<file path="src/amb_pkg.sv">
`timescale 1ns / 1ps
// Package for the multi-alarm matcher: slot count, action and register codes,
// reset values and the slot entry and control structs. Depends on nothing.
package amb_pkg;

    localparam int SLOT_COUNT = 8;
    localparam int SlotW = (SLOT_COUNT > 1) ? $clog2(SLOT_COUNT) : 1;

    localparam logic [1:0] ACT_TICK  = 2'd0;
    localparam logic [1:0] ACT_WRITE = 2'd1;
    localparam logic [1:0] ACT_ADD   = 2'd2;

    localparam logic [1:0] REG_BEEP_ON     = 2'd0;
    localparam logic [1:0] REG_BEEP_OFF    = 2'd1;
    localparam logic [1:0] REG_DEF_HOUR    = 2'd2;
    localparam logic [1:0] REG_DEF_MINUTE  = 2'd3;

    localparam logic [15:0] BEEP_MS_RESET      = 16'd500;
    localparam logic [4:0]  DEF_HOUR_RESET     = 5'd7;
    localparam logic [5:0]  DEF_MINUTE_RESET   = 6'd0;

    typedef struct packed {
        logic [4:0] hour;
        logic [5:0] minute;
        logic       enabled;
        logic       fired;
    } amb_entry_t;

    typedef struct packed {
        logic             we;
        logic [SlotW-1:0] idx;
        amb_entry_t       data;
    } amb_wr_t;

    typedef struct packed {
        logic ring_set;
        logic step;
        logic stop;
    } amb_beep_ctrl_t;

endpackage

</file>
<file path="src/amb_slot_table.sv">
`timescale 1ns / 1ps
// Alarm slot table: one entry per slot, one write port and one read port.
// Depends on amb_pkg.
module amb_slot_table (
    input  logic               clk,
    input  logic               rst_n,
    input  amb_pkg::amb_wr_t   wr,
    input  logic [amb_pkg::SlotW-1:0] rd_idx,
    output amb_pkg::amb_entry_t rd_data
);
    import amb_pkg::*;

    amb_entry_t entry_reg [SLOT_COUNT];

    always_ff @(posedge clk or negedge rst_n)
    begin
        if (!rst_n)
        begin
            for (int i = 0; i < SLOT_COUNT; i++)
            begin
                entry_reg[i] <= '0;
            end
        end
        else if (wr.we)
        begin
            entry_reg[wr.idx] <= wr.data;
        end
    end

    assign rd_data = entry_reg[rd_idx];

endmodule

</file>
<file path="src/amb_beeper.sv">
`timescale 1ns / 1ps
// Ringing flag and buzzer phase timer with its shared subtract and compare.
// Depends on amb_pkg.
module amb_beeper (
    input  logic                    clk,
    input  logic                    rst_n,
    input  amb_pkg::amb_beep_ctrl_t ctrl,
    input  logic [31:0]             now_ms,
    input  logic [15:0]             beep_on_ms,
    input  logic [15:0]             beep_off_ms,
    output logic                    ring_active,
    output logic                    buzzer_level
);
    import amb_pkg::*;

    logic        ring_reg, ring_next;
    logic        buzz_reg, buzz_next;
    logic [31:0] last_reg, last_next;
    logic [31:0] elapsed;
    logic [15:0] span;

    assign elapsed = now_ms - last_reg;
    assign span = buzz_reg ? beep_on_ms : beep_off_ms;

    always_comb
    begin
        ring_next = ring_reg;
        buzz_next = buzz_reg;
        last_next = last_reg;
        if (ctrl.ring_set)
        begin
            ring_next = 1'b1;
        end
        if (ctrl.step && ring_reg)
        begin
            if (ctrl.stop)
            begin
                ring_next = 1'b0;
                buzz_next = 1'b0;
            end
            else if (elapsed >= {16'd0, span})
            begin
                buzz_next = !buzz_reg;
                last_next = now_ms;
            end
        end
    end

    always_ff @(posedge clk or negedge rst_n)
    begin
        if (!rst_n)
        begin
            ring_reg <= 1'b0;
            buzz_reg <= 1'b0;
            last_reg <= '0;
        end
        else
        begin
            ring_reg <= ring_next;
            buzz_reg <= buzz_next;
            last_reg <= last_next;
        end
    end

    assign ring_active = ring_reg;
    assign buzzer_level = buzz_reg;

endmodule

</file>
<file path="src/multi_alarm_matcher_with_beeper.sv">
`timescale 1ns / 1ps
// Multi-alarm matcher with beeper: sequencer, configuration registers and
// result register. Depends on amb_pkg, amb_slot_table and amb_beeper.
//
// Usage: the input channel (in_valid, in_stall) carries one word per action:
// a tick, a slot write or an add. Each accepted word yields exactly one
// result word on the output channel (out_valid, out_stall).
// The sequencer visits the slots one per cycle through the single table
// read port. A tick runs a slot scan over all slots, a buzzer timing step
// and a result load, in that order. An add scans the slots and stops at
// the first disabled slot. A write writes its slot before the result
// load, and an unused action goes straight to the result load.
// One word is in work at a time; in_stall is high from acceptance until
// the result has been loaded into the output register.
// A result that waits under out_stall holds the output register; the next
// input word is still taken and worked on, and its result waits until the
// output register is free.
// Reset clears all slots to disabled, silences the buzzer and loads the
// configuration registers with their defaults. Configuration writes
// through cfg_we, cfg_index and cfg_data are taken at any cycle.
module multi_alarm_matcher_with_beeper (
    input  logic        clk,
    input  logic        rst_n,
    input  logic        cfg_we,
    input  logic [1:0]  cfg_index,
    input  logic [15:0] cfg_data,
    input  logic        in_valid,
    output logic        in_stall,
    input  logic [1:0]  action,
    input  logic [31:0] now_ms,
    input  logic [4:0]  hour_now,
    input  logic [5:0]  minute_now,
    input  logic        stop_pressed,
    input  logic [2:0]  slot_index,
    input  logic [4:0]  slot_hour,
    input  logic [5:0]  slot_minute,
    input  logic        slot_enable,
    output logic        out_valid,
    input  logic        out_stall,
    output logic        buzzer_on,
    output logic        ringing,
    output logic        slot_found,
    output logic [2:0]  slot_given
);
    import amb_pkg::*;

    localparam logic [2:0] ST_IDLE  = 3'd0;
    localparam logic [2:0] ST_SCAN  = 3'd1;
    localparam logic [2:0] ST_WRITE = 3'd2;
    localparam logic [2:0] ST_BEEP  = 3'd3;
    localparam logic [2:0] ST_DONE  = 3'd4;

    localparam logic [SlotW-1:0] LastIdx = SlotW'(SLOT_COUNT - 1);
    localparam logic [SlotW+2:0] SlotLimit = (SlotW + 3)'(SLOT_COUNT);

    logic [2:0]       state_reg, state_next;
    logic [SlotW-1:0] idx_reg, idx_next;
    logic             found_reg, found_next;
    logic [SlotW-1:0] given_reg, given_next;

    logic [15:0] beep_on_reg, beep_off_reg;
    logic [4:0]  def_hour_reg;
    logic [5:0]  def_minute_reg;

    logic [1:0]  act_reg;
    logic [31:0] now_reg;
    logic [4:0]  hour_reg;
    logic [5:0]  minute_reg;
    logic        stop_reg;
    logic [2:0]  widx_reg;
    logic [4:0]  whour_reg;
    logic [5:0]  wminute_reg;
    logic        wen_reg;

    logic        outv_reg;
    logic        obuzz_reg, oring_reg, ofound_reg;
    logic [2:0]  ogiven_reg;

    amb_wr_t        tbl_wr;
    amb_entry_t     rd_entry;
    amb_beep_ctrl_t bctrl;
    logic           ring_active, buzzer_level;
    logic           accept, load_out, hit;
    logic [SlotW+2:0] widx_wide;
    logic [SlotW+2:0] given_wide;

    assign accept = in_valid && !in_stall;
    assign in_stall = (state_reg != ST_IDLE);
    assign load_out = (state_reg == ST_DONE) && (!outv_reg || !out_stall);
    assign hit = (rd_entry.hour == hour_reg) && (rd_entry.minute == minute_reg);
    assign widx_wide = {{SlotW{1'b0}}, widx_reg};
    assign given_wide = {3'b000, given_reg};

    amb_slot_table u_table (
        .clk     (clk),
        .rst_n   (rst_n),
        .wr      (tbl_wr),
        .rd_idx  (idx_reg),
        .rd_data (rd_entry)
    );

    amb_beeper u_beeper (
        .clk          (clk),
        .rst_n        (rst_n),
        .ctrl         (bctrl),
        .now_ms       (now_reg),
        .beep_on_ms   (beep_on_reg),
        .beep_off_ms  (beep_off_reg),
        .ring_active  (ring_active),
        .buzzer_level (buzzer_level)
    );

    always_comb
    begin
        state_next = state_reg;
        idx_next = idx_reg;
        found_next = found_reg;
        given_next = given_reg;
        tbl_wr = '0;
        tbl_wr.idx = idx_reg;
        tbl_wr.data = rd_entry;
        bctrl = '0;
        bctrl.stop = stop_reg;
        case (state_reg)
            ST_IDLE:
            begin
                if (accept)
                begin
                    idx_next = '0;
                    found_next = 1'b0;
                    given_next = '0;
                    case (action)
                        ACT_TICK, ACT_ADD: state_next = ST_SCAN;
                        ACT_WRITE:         state_next = ST_WRITE;
                        default:           state_next = ST_DONE;
                    endcase
                end
            end
            ST_SCAN:
            begin
                if (act_reg == ACT_TICK)
                begin
                    if (rd_entry.enabled)
                    begin
                        tbl_wr.we = 1'b1;
                        tbl_wr.data.fired = hit;
                        bctrl.ring_set = hit && !rd_entry.fired;
                    end
                    if (idx_reg == LastIdx)
                    begin
                        state_next = ST_BEEP;
                    end
                    else
                    begin
                        idx_next = idx_reg + 1'b1;
                    end
                end
                else
                begin
                    if (!rd_entry.enabled)
                    begin
                        tbl_wr.we = 1'b1;
                        tbl_wr.data.hour = def_hour_reg;
                        tbl_wr.data.minute = def_minute_reg;
                        tbl_wr.data.enabled = 1'b1;
                        tbl_wr.data.fired = 1'b0;
                        found_next = 1'b1;
                        given_next = idx_reg;
                        state_next = ST_DONE;
                    end
                    else if (idx_reg == LastIdx)
                    begin
                        state_next = ST_DONE;
                    end
                    else
                    begin
                        idx_next = idx_reg + 1'b1;
                    end
                end
            end
            ST_WRITE:
            begin
                tbl_wr.we = (widx_wide < SlotLimit);
                tbl_wr.idx = widx_wide[SlotW-1:0];
                tbl_wr.data.hour = whour_reg;
                tbl_wr.data.minute = wminute_reg;
                tbl_wr.data.enabled = wen_reg;
                tbl_wr.data.fired = 1'b0;
                state_next = ST_DONE;
            end
            ST_BEEP:
            begin
                bctrl.step = 1'b1;
                state_next = ST_DONE;
            end
            ST_DONE:
            begin
                if (load_out)
                begin
                    state_next = ST_IDLE;
                end
            end
            default:
            begin
                state_next = ST_IDLE;
            end
        endcase
    end

    always_ff @(posedge clk or negedge rst_n)
    begin
        if (!rst_n)
        begin
            state_reg <= ST_IDLE;
            idx_reg <= '0;
            found_reg <= 1'b0;
            given_reg <= '0;
            outv_reg <= 1'b0;
            beep_on_reg <= BEEP_MS_RESET;
            beep_off_reg <= BEEP_MS_RESET;
            def_hour_reg <= DEF_HOUR_RESET;
            def_minute_reg <= DEF_MINUTE_RESET;
        end
        else
        begin
            state_reg <= state_next;
            idx_reg <= idx_next;
            found_reg <= found_next;
            given_reg <= given_next;
            if (load_out)
            begin
                outv_reg <= 1'b1;
            end
            else if (!out_stall)
            begin
                outv_reg <= 1'b0;
            end
            if (cfg_we)
            begin
                case (cfg_index)
                    REG_BEEP_ON:    beep_on_reg <= cfg_data;
                    REG_BEEP_OFF:   beep_off_reg <= cfg_data;
                    REG_DEF_HOUR:   def_hour_reg <= cfg_data[4:0];
                    REG_DEF_MINUTE: def_minute_reg <= cfg_data[5:0];
                    default:        ;
                endcase
            end
        end
    end

    always_ff @(posedge clk)
    begin
        if (accept)
        begin
            act_reg <= action;
            now_reg <= now_ms;
            hour_reg <= hour_now;
            minute_reg <= minute_now;
            stop_reg <= stop_pressed;
            widx_reg <= slot_index;
            whour_reg <= slot_hour;
            wminute_reg <= slot_minute;
            wen_reg <= slot_enable;
        end
        if (load_out)
        begin
            obuzz_reg <= buzzer_level;
            oring_reg <= ring_active;
            ofound_reg <= found_reg;
            ogiven_reg <= given_wide[2:0];
        end
    end

    assign out_valid = outv_reg;
    assign buzzer_on = obuzz_reg;
    assign ringing = oring_reg;
    assign slot_found = ofound_reg;
    assign slot_given = ogiven_reg;

`ifndef ASSERT_OFF
    a_buzz_needs_ring: assert property (@(posedge clk) disable iff (!rst_n)
        !ring_active |-> !buzzer_level)
        else $error("buzzer on while not ringing");

    a_table_write_busy: assert property (@(posedge clk) disable iff (!rst_n)
        tbl_wr.we |-> (state_reg != ST_IDLE))
        else $error("slot table written while idle");

    a_accept_busy: assert property (@(posedge clk) disable iff (!rst_n)
        accept |=> (state_reg != ST_IDLE))
        else $error("sequencer did not start after acceptance");

    a_found_only_add: assert property (@(posedge clk) disable iff (!rst_n)
        (found_reg && state_reg == ST_DONE) |-> (act_reg == ACT_ADD))
        else $error("slot found reported for a non-add action");
`endif

endmodule
</file>
<file path="config.mk">
export PLATFORM = sky130hd
export DESIGN_NAME = multi_alarm_matcher_with_beeper
export DESIGN_NICKNAME = d
export VERILOG_FILES = /design/src/amb_pkg.sv /design/src/amb_slot_table.sv /design/src/amb_beeper.sv /design/src/multi_alarm_matcher_with_beeper.sv
export SDC_FILE = /design/constraint.sdc
export NUM_CORES = 1
export LEC_CHECK = 0
export BUFFER_PORTS_ARGS = -buffer_cell sky130_fd_sc_hd__buf_2
export CORE_MARGIN = 4
export CORE_UTILIZATION = 55
export DETAILED_ROUTE_END_ITERATION = 7
export HOLD_SLACK_MARGIN = 0.06
export PLACE_DENSITY_LB_ADDON = 0.25
export SETUP_SLACK_MARGIN = 0.02
export SLEW_MARGIN = 10
export SYNTH_ARGS = -nofsm -noshare
export SYNTH_HDL_FRONTEND = slang
export SYNTH_SLANG_ARGS = --single-unit
</file>
<file path="constraint.sdc">
create_clock -name clk -period 8.07 [get_ports clk]
set_input_delay 1.614 -clock clk [delete_from_list [all_inputs] [get_ports clk]]
set_output_delay 1.614 -clock clk [all_outputs]
set_load 0.03 [all_outputs]
</file>
* After elaboration in Yosys (flattened, before gate mapping)
Index checks and enable logic that the tools add are counted.
W data, S select, Z words.
** Storage, ports and cells
- Bits of input ports :: 84
- Flip-flop bits (word level) :: 259
- Output and inout port bits :: 8
- Word-level logic and storage cells :: 165
** Cells by class
- $lt $le $gt $ge :: 5
- Eq/ne operators :: 20
- Mux-type cells :: 48
- Add/subtract/negate cells :: 2
- Bitwise operators :: 3
- Reduce and logical (&&, ||, !) cells :: 30
** Operators by type and width (count)
- $bwmux W104 :: 1
- $mux W13 :: 4
- $bmux W13 S3 :: 1
- $demux W13 S3 :: 1
- $mux W3 :: 13
- $ge A32 B16 Y1 :: 1
- $sub A32 B32 Y32 :: 1
- $pmux W13 S2 :: 1
- $mux W1 :: 19
- $pmux W3 S2 :: 3
- $mux W16 :: 1
- $mux W12 :: 1
- $pmux W3 S4 :: 1
- $reduce_and A2 Y1 :: 5
- $ne A3 B3 Y1 const B :: 3
- $ge A4 B4 Y1 const B :: 2
- $ne A2 B2 Y1 const B :: 4
- $not A3 Y4 :: 2
- $reduce_and A4 Y1 :: 2
- $eq A2 B2 Y1 const B :: 3
- $eq A3 B2 Y1 const B :: 2
- $eq A3 B3 Y1 const B :: 2
- $eq A6 B6 Y1 :: 1
- $logic_and A1 B1 Y1 :: 6
- other kinds (17) :: 28

* Logic depth before layout (Yosys ltp)
Gate-level depths: netlist of the first run.
- Word-level depth :: 13
- Depth in mapped cells :: 20

* Hierarchy
A second synthesis of the first run with hierarchy kept.
** Unflattened totals
- Cell total of the unflattened synthesis :: 1054
- Area total of the unflattened synthesis :: 13705.6 µm²
** By module, submodules not included
- amb_slot_table :: sequential area each 2602.5 µm², cells an instance 270, times used 1, area each 4774.6 µm²
- multi_alarm_matcher_with_beeper :: sequential area each 3382.0 µm², cells an instance 291, times used 1, area each 4682.0 µm²
- amb_beeper :: sequential area each 850.8 µm², cells an instance 493, times used 1, area each 4249.1 µm²

* Least setup slack after synthesis of the first run
No wires, ideal clock.
- Path type :: register -> register
- From :: register now_reg[4]
- To :: register u_beeper.last_reg[10]
- Path buffers :: 1
- Path slack :: 3977 ps
- Data required time :: 7945 ps
- Arrival :: 3968 ps
- Setup time :: 125 ps
- Cell stages (with the launch flop) :: 20
- Period minus slack after synthesis :: 4093 ps
- Cells stage by stage :: edfxtp_1 > ha_1 > and2_4 > o211ai_1 > a211oi_2 > nor2_1 > nor3_1 > nor2_1 > xnor2_1 > ha_1 > a21oi_1 > nor2b_1 > o21ai_0 > o2111ai_1 > nor4_1 > o2111ai_1 > nor4_4 > a311oi_4 > buf_6 > mux2_4
** Between the ends
- Longest elaborated chain between the ends :: 3
** RTL lines
- start, declared :: line multi_alarm_matcher_with_beeper.sv:66 : logic [31:0] now_reg;
- start signal, assigned :: line multi_alarm_matcher_with_beeper.sv:256 : now_reg <= now_ms;
- $sub A32 B32 Y32 :: line amb_beeper.sv:22 : assign elapsed = now_ms - last_reg;
- $ge A32 B16 Y1 :: line amb_beeper.sv:41 : else if (elapsed >= {16'd0, span})
- $reduce_and A3 Y1 (no source line)
- end signal, assigned :: line amb_beeper.sv:61 : last_reg <= last_next;
- end, declared :: line amb_beeper.sv:18 : logic [31:0] last_reg, last_next;
No other way between the ends.
A chain may end at the register's enable or synchronous reset.

* Worst setup path in the final report of the first run
- From :: register now_reg[0]
- To :: register u_beeper.last_reg[2]
The elaborated chain is that of the path after synthesis.

==> results.py, run 1 <==
metrics = {
    "run_status": {
        "status": "completed",
    },
    "logic_synthesis": {
        "ys_seq_area_share_pct": 52.5,
        "ys_types": 69,
        "ys_warn_count": 0,
        "synth-async-reset-ratio_pct": 74.1,
        "ys.flop_type": "dfrtp_1",
        "ys_ff_latch": 259,
        "syn-num-nets": 1261,
        "syn_area_um2": 13000,
        "synth-edff-count": 67,
        "postSynthCellCount": 1125,
        "synth_area_per_cell_um2": 11.6,
    },
    "floorplan": {
        "core_um2": 23400,
        "fp.dieH_um": 162,
        "start_util_pct": 55.6,
        "rows": 56,
        "die-width_um": 162,
        "io_pins": 92,
        "die_area_um2": 26200,
    },
    "finish": {
        "drive_above_1_share_pct": 23.3,
        "layoutNonFillerInstCount": 1549,
        "finalNetCount": 1344,
        "antennaDiodeCount": 0,
        "largest_register_ff_count": 104,
        "area_delta_synth_final_pct": 13.0,
    },
    "global_route": {
        "first_global_vias": 9359,
        "track_usage_pct": 22.6,
        "grt_first_pass_wirelength_um": 47700,
        "grt_max_degree": 76,
        "overflow": 0,
        "antenna_found_initial": 0,
    },
    "clock_tree": {
        "clock_path_buffers": 3,
        "postCtsResizedCells": 0,
        "clock-root-buffer": "clkbuf_16",
        "cts.sinks": 259,
        "cts_inserted_buffers": 28,
        "clk_pin_slew_ns": 0.06,
        "cts_hold_buf": 0,
        "cts_setup_buffers": 0,
        "cts_tree": "yes",
        "clk_latency_ns": 0.54,
        "htreeDepth": 1,
    },
    "placed_design": {
        "port_buffers": 91,
        "hpwl_um": 20600,
        "dp_cells": 1497,
        "gp_congestion": 0.949,
    },
    "timing": {
        "setup_tns_ns": 0,
        "whs_ns": 0.461,
        "tightest_slew_ns": 1.23,
        "relSlewSlack_pct": 18.0,
        "finalMaxSlewViolations": 0,
        "max_freq_mhz": 188,
        "hold_viol": 0,
        "fin_skew_ns": 0.00884,
        "finalCriticalPeriod_ns": 5.33,
        "rsz0062_at_grt": "no",
        "setup_viol": 0,
        "post-route-period-util_pct": 66.0,
    },
    "setup_path": {
        "cp_cell_sequence": "inv_1 > ha_1 > fa_1 > nand2b_1 > a21oi_1 > o21ai_0 > o21bai_1 > a21oi_1 > xnor2_1 > ha_1 > nand4_1 > a2111oi_0 > nor2_1 > o2111ai_1 > nor4_4 > a311oi_4 > buf_4 > mux2_2",
        "crit_required_ns": 8.50,
        "crit_fanout": 18,
        "arrival_ns": 5.76,
        "timing.rr.end": "u_beeper.last_reg[2]$_DFFE_PN0P_",
        "timing.rr.start": "now_reg[0]$_DFFE_PP_",
        "ff2ff_path_depth": 18,
        "slowest_delay_ns": 1.06,
        "path_class": "reg -> reg",
        "cp_slowest_cell": "a311oi_4",
        "r2r_setup_slack_ns": 2.74,
        "cp-end-kind": "flip-flop",
        "crit_path_start_kind": "flip-flop",
    },
    "route": {
        "vias": 8924,
        "post_drt_wl_per_cell_um": 19.0,
        "highest_layer": "met4",
        "drtIter0Drc": 593,
        "drc": 0,
        "ant_nets": 0,
        "met2_length_um": 15300,
        "finalWirelength_um": 29500,
        "wl_met3_um": 1050,
        "vias_per_cell": 5.76,
        "drtPass1Iterations": 5,
        "met1_length_um": 12000,
    },
    "pwr": {
        "pwr_density_cell_nw_per_um2": 322,
        "leakage_uw": 0.00607,
        "ir_drop_mv": 0.204,
    },
    "hold_path": {
        "hp-start": "given_reg[1]$_DFFE_PN0P_",
        "hold_class": "reg -> reg",
        "hold_end": "slot_given[1]$_DFFE_PP_",
        "hold_depth": 0,
    },
    "job": {
        "maxCapViolCount": 0,
    },
}
[cell usage in the layout, fill, tap and decap left out, types with 10 or more instances in the layout]
master	count
dfrtp_1	175
nor2_1	104
nand2_1	104
a21oi_1	91
buf_2	90
o21ai_0	76
edfxtp_1	67
mux2_2	53
ha_1	51
inv_1	46
mux2i_1	32
clkbuf_16	30
mux2_4	28
mux4_2	26
xnor2_1	26
dfstp_2	15
nand4_1	14
a221oi_1	14
buf_4	14
nor3_1	11
a21o_1	10
o21a_1	10
[cell usage after synthesis, types with 10 or more instances]
cell type  number  area, um^2
dfrtp_1       177        4430
nand2_1       104         390
nor2_1        104         390
a21oi_1        91         455
o21ai_0        77         385
edfxtp_1       67        2010
mux2_2         53         597
ha_1           51         638
inv_1          47         176
clkbuf_1       44         165
mux2i_1        32         320
mux2_4         28         420
mux4_2         26         586
xnor2_1        26         228
dfstp_2        15         394
a221oi_1       14         123
nand4_1        14        87.6
nor3_1         11        55.1
a21o_1         10        75.1
o21a_1         10        75.1
[power breakdown]
part | internal (uW) | total [uW] | switching (uW)
Clock | 767 | 1280 | 510
Combinational | 621 | 1560 | 941
Sequential | 1700 | 1890 | 189
[worst max-delay path, delay by kind of cell (launching register included)]
| kind | cells | cell delay, ns |
|---|---|---|
| AO/OA/AOI/OAI | 7 | 2.38 |
| AND/OR/NAND/NOR | 4 | 0.49 |
| adder cells (fa/ha/maj) | 3 | 0.93 |
| XOR/XNOR | 1 | 0.15 |
| flip-flops | 1 | 0.34 |
| multiplexers | 1 | 0.38 |
| buffers and inverters | 2 | 0.54 |
[cell type report]
cell class | count | area (um^2)
inverter | 47 | 176
timing repair buffer | 105 | 567
tap | 319 | 399
clock inverter | 8 | 82.6
multi-input combinational | 767 | 5780
sequential | 259 | 6840
clock buffer | 44 | 863
fill | 1935 | 8700
[layer usage]
metal  track usage (%)  vias up
met1              28.2     4431
li1                  -     4252
met3              2.94       73
met5                 0        -
met2              40.9      168
met4              7.77        0
[worst max path at each step]
| stage | startpoint | to | depth (start not counted) |
|---|---|---|---|
| floorplan | now_reg[4]$_DFFE_PP_ | u_beeper.last_reg[10]$_DFFE_PN0P_ | 19 |
| global placement | now_reg[0]$_DFFE_PP_ | u_beeper.last_reg[2]$_DFFE_PN0P_ | 18 |
| detailed placement | now_reg[0]$_DFFE_PP_ | u_beeper.last_reg[2]$_DFFE_PN0P_ | 18 |
| CTS | now_reg[0]$_DFFE_PP_ | u_beeper.last_reg[2]$_DFFE_PN0P_ | 18 |
| global route | now_reg[0]$_DFFE_PP_ | u_beeper.last_reg[2]$_DFFE_PN0P_ | 18 |
| finish | now_reg[0]$_DFFE_PP_ | u_beeper.last_reg[2]$_DFFE_PN0P_ | 18 |
[cell families after synthesis]
family                   after synthesis  share of synthesized area (%)
buffers and inverters                 99                           3.07
AO/OA/AOI/OAI                        260                           12.6
multiplexers                         139                           14.8
flip-flops                           259                           52.5
AND/OR/NAND/NOR                      284                           9.77
adder cells (fa/ha/maj)               52                           5.06
XOR/XNOR                              32                           2.15
[per-stage QoR]
stage	setup WS [ns]	instance area (um^2)	util (%)	total power [uW]
6_report	2.74	14700	62.8	4730
3_5_place_dp	2.75	13800	58.8	3470
4_1_cts	2.73	14700	62.8	4760
2_1_floorplan	3.98	13000	-	3020
5_1_grt	2.41	14700	62.8	5040
3_3_place_gp	2.80	13800	58.8	3420
No activity file was read; power rests on OpenSTA's default activity.
==> inputs of run 2 (changes only) <==
Clock period 8.07 ns to 4.9 ns, I/O delays scaled along.
==> run 2 against run 1 <==
- sequential power grew 65%
- critical endpoint is now u_beeper.last_reg[24]$_DFFE_PN0P_
- largest power group unchanged
- clock skew grew 0.0093 ns
- clock power grew 73%
- final cell count grew 0.58%
- sequential share of layout area shrank 0.45 points
- highest routed layer unchanged
==> results.py, run 2 (synthesized netlist as in run 1, its figures left out) <==
metrics = {
    "hold_path": {
        "hold_class": "reg -> reg",
    },
    "finish": {
        "finalNetCount": 1353,
        "largest_register_ff_count": 104,
        "mostFrequentLayoutCells": "176 x dfrtp_1, 104 x nor2_1, 104 x nand2_1",
        "final_core_util_pct": 63.4,
        "area_delta_synth_final_pct": 14.1,
        "antennaDiodeCount": 0,
        "drive_above_1_share_pct": 24.0,
        "final.fill_count": 1894,
        "final_common_cell": "dfrtp_1",
    },
    "route": {
        "vias": 9034,
        "post_drt_wl_per_cell_um": 19.1,
        "drtIter0Drc": 478,
        "drtPass1Iterations": 5,
        "ant_nets": 0,
        "finalWirelength_um": 29800,
        "vias_per_cell": 5.80,
        "drc": 0,
    },
    "run_status": {
        "status": "completed",
    },
    "placed_design": {
        "port_buffers": 91,
        "gp_congestion": 0.917,
        "hpwl_um": 20800,
    },
    "timing": {
        "relSlewSlack_pct": 32.9,
        "setup_tns_ns": 0,
        "fin_skew_ns": 0.0181,
        "max_freq_mhz": 216,
        "hold_viol": 0,
        "rsz0062_at_grt": "no",
        "finalCriticalPeriod_ns": 4.63,
        "tightest_slew_ns": 1.01,
        "post-route-period-util_pct": 94.5,
        "finalMaxSlewViolations": 0,
        "setup_viol": 0,
    },
    "floorplan": {
        "io_pins": 92,
        "fp.dieH_um": 162,
        "die_area_um2": 26200,
        "die-width_um": 162,
        "start_util_pct": 55.6,
        "core_um2": 23400,
        "rows": 56,
    },
    "setup_path": {
        "crit_required_ns": 5.31,
        "cp-end-kind": "flip-flop",
        "crit_fanout": 11,
        "crit_path_start_kind": "flip-flop",
        "arrival_ns": 5.04,
        "path_class": "reg -> reg",
    },
    "clock_tree": {
        "clk_latency_ns": 0.54,
        "clock_path_buffers": 3,
        "clock-root-buffer": "clkbuf_16",
        "htreeDepth": 1,
        "cts_tree": "yes",
        "cts_inserted_buffers": 28,
        "clk_pin_slew_ns": 0.06,
        "cts_hold_buf": 0,
        "cts.sinks": 259,
    },
    "global_route": {
        "grt_first_pass_wirelength_um": 49200,
        "overflow": 0,
        "first_global_vias": 9471,
        "track_usage_pct": 23.3,
        "grt_max_degree": 99,
        "antenna_found_initial": 0,
    },
    "pwr": {
        "pwr_density_cell_nw_per_um2": 534,
        "ir_drop_mv": 0.371,
        "leakage_uw": 0.00615,
        "finalPower_uw": 7920,
    },
    "job": {
        "maxCapViolCount": 0,
    },
}
## run 2: cell types whose count changed in the layout (fill, tap and decap cells not counted), moves of 2 or more
cell,previous run,this run
clkbuf_1,8,3
clkinv_2,4,7
clkbuf_16,30,32
bufinv_16,1,3
buf_4,14,21
buf_12,0,2
clkbuf_8,6,2
clkinv_1,0,3
## run 2: routing by layer
| layer | vias up | wire length, um | track usage, % |
|---|---|---|---|
| li1 | 4276 | - | - |
| met1 | 4421 | 12000 | 29.0 |
| met2 | 262 | 15400 | 42.0 |
| met3 | 75 | 1330 | 3.10 |
| met4 | 0 | 1090 | 7.96 |
| met5 | - | 0 | 0 |
## run 2: critical path: stages (launching register included)
cell	delay, ns
edfxtp_1	0.40
ha_1	0.41
and2_4	0.20
o211ai_1	0.17
a211oi_2	0.32
nor2_1	0.12
nor3_1	0.20
nor2_1	0.08
xnor2_1	0.16
ha_1	0.31
a21oi_1	0.14
nor2b_1	0.06
o21ai_0	0.17
o2111ai_1	0.16
nor4_1	0.31
o2111ai_1	0.22
nor4_4	0.37
a311oi_4	0.15
buf_4	0.24
mux2_4	0.31
## run 2: per-stage QoR
stage,area (um^2),setup WS (ns),std cells,hold slack [ns]
2_1_floorplan,13000,0.807,1125,0.423
3_3_place_gp,13800,0.479,1506,0.441
3_5_place_dp,13800,0.298,1506,0.445
4_1_cts,14800,0.278,1558,0.457
5_1_grt,14800,0.0263,1558,0.469
6_report,14800,0.271,1558,0.456
## run 2: final timing paths
| kind | depth (start not counted) | endpoint | slack, ns | startpoint |
|---|---|---|---|---|
| max | 19 | u_beeper.last_reg[24]$_DFFE_PN0P_ | 0.27 | now_reg[4]$_DFFE_PP_ |
| min | 0 | slot_given[2]$_DFFE_PP_ | 0.46 | given_reg[2]$_DFFE_PN0P_ |
| max reg2reg | 19 | u_beeper.last_reg[24]$_DFFE_PN0P_ | 0.27 | now_reg[4]$_DFFE_PP_ |
| min reg2reg | 0 | slot_given[2]$_DFFE_PP_ | 0.46 | given_reg[2]$_DFFE_PN0P_ |
| max in group asynchronous | 2 | def_hour_reg[1]$_DFFE_PN1P_ | 3.26 | rst_n |
| min in group asynchronous | 1 | u_beeper.last_reg[25]$_DFFE_PN0P_ | 0.48 | rst_n |
## run 2: final cells by class
class / count / area, um^2 / area share, %
Sequential cell: 259 / 6840 / 46.1
Clock buffer: 37 / 840 / 5.66
Multi-Input combinational cell: 767 / 5780 / 38.9
Clock inverter: 15 / 151 / 1.02
Inverter: 47 / 176 / 1.19
Tap cell: 319 / 399 / 2.69
Timing Repair Buffer: 114 / 659 / 4.44
## run 2: repair_timing
| item | 4_1_cts | 5_1_grt |
|---|---|---|
| setup buffers | 0 | 0 |
| resized for setup | 0 | 1 |
| endpoints found under the setup margin | 0 | 32 |
## run 2: report_power, final
part           internal [uW]  switching [uW]  total, uW
Combinational           1040            1550       2590
Sequential              2810             317       3120
Clock                   1360             851       2210
==> inputs of run 3 (changes only) <==
Settings changed: CTS_BUF_LIST set to sky130_fd_sc_hd__clkbuf_8 sky130_fd_sc_hd__clkbuf_16.
Clock period 4.9 ns to 4.26 ns, I/O delays scaled along.
==> run 3 against run 2 <==
- the run now ends with negative setup slack left
- critical endpoint is now u_beeper.last_reg[10]$_DFFE_PN0P_
- global-route usage decreased by 0.42 points
- die area unchanged
- fmax increased by 6.6%
- register-to-register slack got worse by 0.35 ns
- count of clock-buffer cells in the layout decreased by 4
- largest cell class unchanged
- routed wire length increased by 3.2%
- non-clock buffer count increased by 34
- utilization increased by 1.6 points
==> results.py, run 3 (synthesized netlist as in run 1, its figures left out) <==
metrics = {
    "global_route": {
        "track_usage_pct": 22.9,
        "overflow": 0,
        "grt_first_pass_wirelength_um": 48600,
        "antenna_found_initial": 1,
        "first_global_vias": 9470,
        "grt_max_degree": 88,
    },
    "floorplan": {
        "die_area_um2": 26200,
        "start_util_pct": 55.6,
        "fp.dieH_um": 162,
        "rows": 56,
        "die-width_um": 162,
        "io_pins": 92,
        "core_um2": 23400,
    },
    "timing": {
        "max_freq_mhz": 230,
        "fin_skew_ns": 0.0157,
        "finalCriticalPeriod_ns": 4.34,
        "tightest_slew_ns": 1.16,
        "post-route-period-util_pct": 102,
        "whs_ns": 0.381,
        "setup_tns_ns": -1.58,
        "setup_viol": 32,
        "finalMaxSlewViolations": 0,
        "setup_ws_ns": -0.0835,
        "rsz0062_at_grt": "yes",
        "hold_viol": 0,
        "relSlewSlack_pct": 22.4,
    },
    "setup_path": {
        "crit_path_end": "u_beeper.last_reg[10]$_DFFE_PN0P_",
        "cp-end-kind": "flip-flop",
        "path_class": "reg -> reg",
        "crit_path_start_kind": "flip-flop",
        "crit_fanout": 5,
        "crit_required_ns": 4.67,
        "ff2ff_path_depth": 20,
        "r2r_setup_slack_ns": -0.08,
        "arrival_ns": 4.76,
        "timing.rr.end": "u_beeper.last_reg[10]$_DFFE_PN0P_",
        "worstSetupStartpoint": "now_reg[1]$_DFFE_PP_",
        "timing.rr.start": "now_reg[1]$_DFFE_PP_",
    },
    "route": {
        "drtIter0Drc": 555,
        "post_drt_wl_per_cell_um": 19.3,
        "ant_nets": 0,
        "vias": 9269,
        "drc": 0,
        "vias_per_cell": 5.83,
        "finalWirelength_um": 30800,
        "drtPass1Iterations": 7,
    },
    "run_status": {
        "violations": "negative setup slack",
        "status": "finished with violations",
    },
    "pwr": {
        "p_seq_share_pct": 39.7,
        "power.internal_uw": 5840,
        "p_comb_share_pct": 34.9,
        "clockPowerShare_pct": 25.3,
        "finalPower_uw": 9040,
        "pwr_density_cell_nw_per_um2": 594,
        "leakage_uw": 0.00632,
        "p_switching_uw": 3200,
        "swShare_pct": 35.4,
        "ir_drop_mv": 0.404,
    },
    "placed_design": {
        "hpwl_um": 21200,
        "gp_congestion": 0.873,
        "port_buffers": 91,
    },
    "clock_tree": {
        "cts.sinks": 259,
        "clk_latency_ns": 0.54,
        "htreeDepth": 1,
        "clk_pin_slew_ns": 0.06,
        "cts_hold_buf": 0,
        "cts_tree": "yes",
        "cts_inserted_buffers": 27,
        "clock-root-buffer": "clkbuf_16",
        "clock_path_buffers": 3,
    },
    "finish": {
        "finalNetCount": 1386,
        "mostFrequentLayoutCells": "176 x dfrtp_1, 103 x nand2_1, 102 x nor2_1",
        "largest_register_ff_count": 104,
        "area_delta_synth_final_pct": 16.9,
        "drive_above_1_share_pct": 28.0,
        "final.fill_count": 1807,
        "final_common_cell": "dfrtp_1",
    },
    "hold_path": {
        "hold_class": "in -> async",
    },
    "job": {
        "maxCapViolCount": 0,
    },
}
==> run 3: changes by cell type in the layout (fill, tap and decap cells not counted), sizes merged <==
cell / delta
bufinv: -2
clkbuf: -2
buf: +32
diode: +1
inv: +4
clkinv: -1
==> run 3: what timing repair did <==
item	CTS	global route
gates cloned	0	4
endpoints found under the setup margin	33	33
buffers inserted	0	9
pin swaps	2	30
resized for setup	5	37
==> run 3: metal layers <==
layer / global-route usage [%] / wire (um) / up-vias / share of wire [%]
met5: 0 / 0 / - / 0
met4: 8.23 / 1220 / 0 / 4.0
met3: 2.97 / 1110 / 78 / 3.6
met2: 41.4 / 16000 / 222 / 52
met1: 28.2 / 12400 / 4615 / 40
li1: - / - / 4354 / -
==> run 3: critical path: stages, from the launching register on <==
cell and delay (ns):
edfxtp_1 0.43, ha_1 0.32, nor2b_2 0.15, o211ai_1 0.15
a211oi_2 0.27, nor2_2 0.08, nor3_1 0.19, nor2_1 0.08
xnor2_1 0.21, ha_1 0.29, a21oi_2 0.12, nor2b_1 0.05
o21ai_1 0.16, o2111ai_2 0.12, nor4_2 0.21, o2111ai_2 0.21
nor4_4 0.38, a311oi_4 0.16, buf_6 0.17, clkbuf_16 0.16
mux2_4 0.29
==> run 3: layout make-up <==
class	count	area, um^2	share of cell area, %
flip-flops and latches	259	6840	45.0
multi-input cells	767	5940	39.1
repair buffers	148	972	6.39
clock buffers	33	758	4.99
well taps	319	399	2.62
inverters	47	176	1.16
clock inverters	16	118	0.773
diodes	1	2.50	0.0165
==> run 3: power by group through the flow <==
stage	logic [uW]	registers (uW)	clock network, uW
final	3160	3590	2290
after floorplan	2210	3520	0
after global routing	3500	3650	2440
after detailed placement	3000	3620	0
after global placement	2950	3590	0
after CTS	3040	3580	2340
==> run 3: worst min path at each step <==
stage / end / cells after the start
after floorplan: buzzer_on$_DFFE_PP_ / 0
after global routing: u_beeper.last_reg[23]$_DFFE_PN0P_ / 1
final: u_beeper.last_reg[23]$_DFFE_PN0P_ / 1
after detailed placement: slot_found$_DFFE_PP_ / 0
after CTS: u_beeper.last_reg[23]$_DFFE_PN0P_ / 1
after global placement: slot_found$_DFFE_PP_ / 0
==> run 3: stage by stage <==
step | std cells | setup WS [ns] | cell area [um^2] | utilization [%]
3_3_place_gp | 1527 | -0.0141 | 14000 | 59.9
2_1_floorplan | 1125 | 0.167 | 13000 | -
6_report | 1590 | -0.0835 | 15200 | 65.0
5_1_grt | 1590 | -0.237 | 15200 | 65.0
4_1_cts | 1576 | 0.0391 | 14900 | 63.7
3_5_place_dp | 1527 | -0.138 | 14000 | 59.9
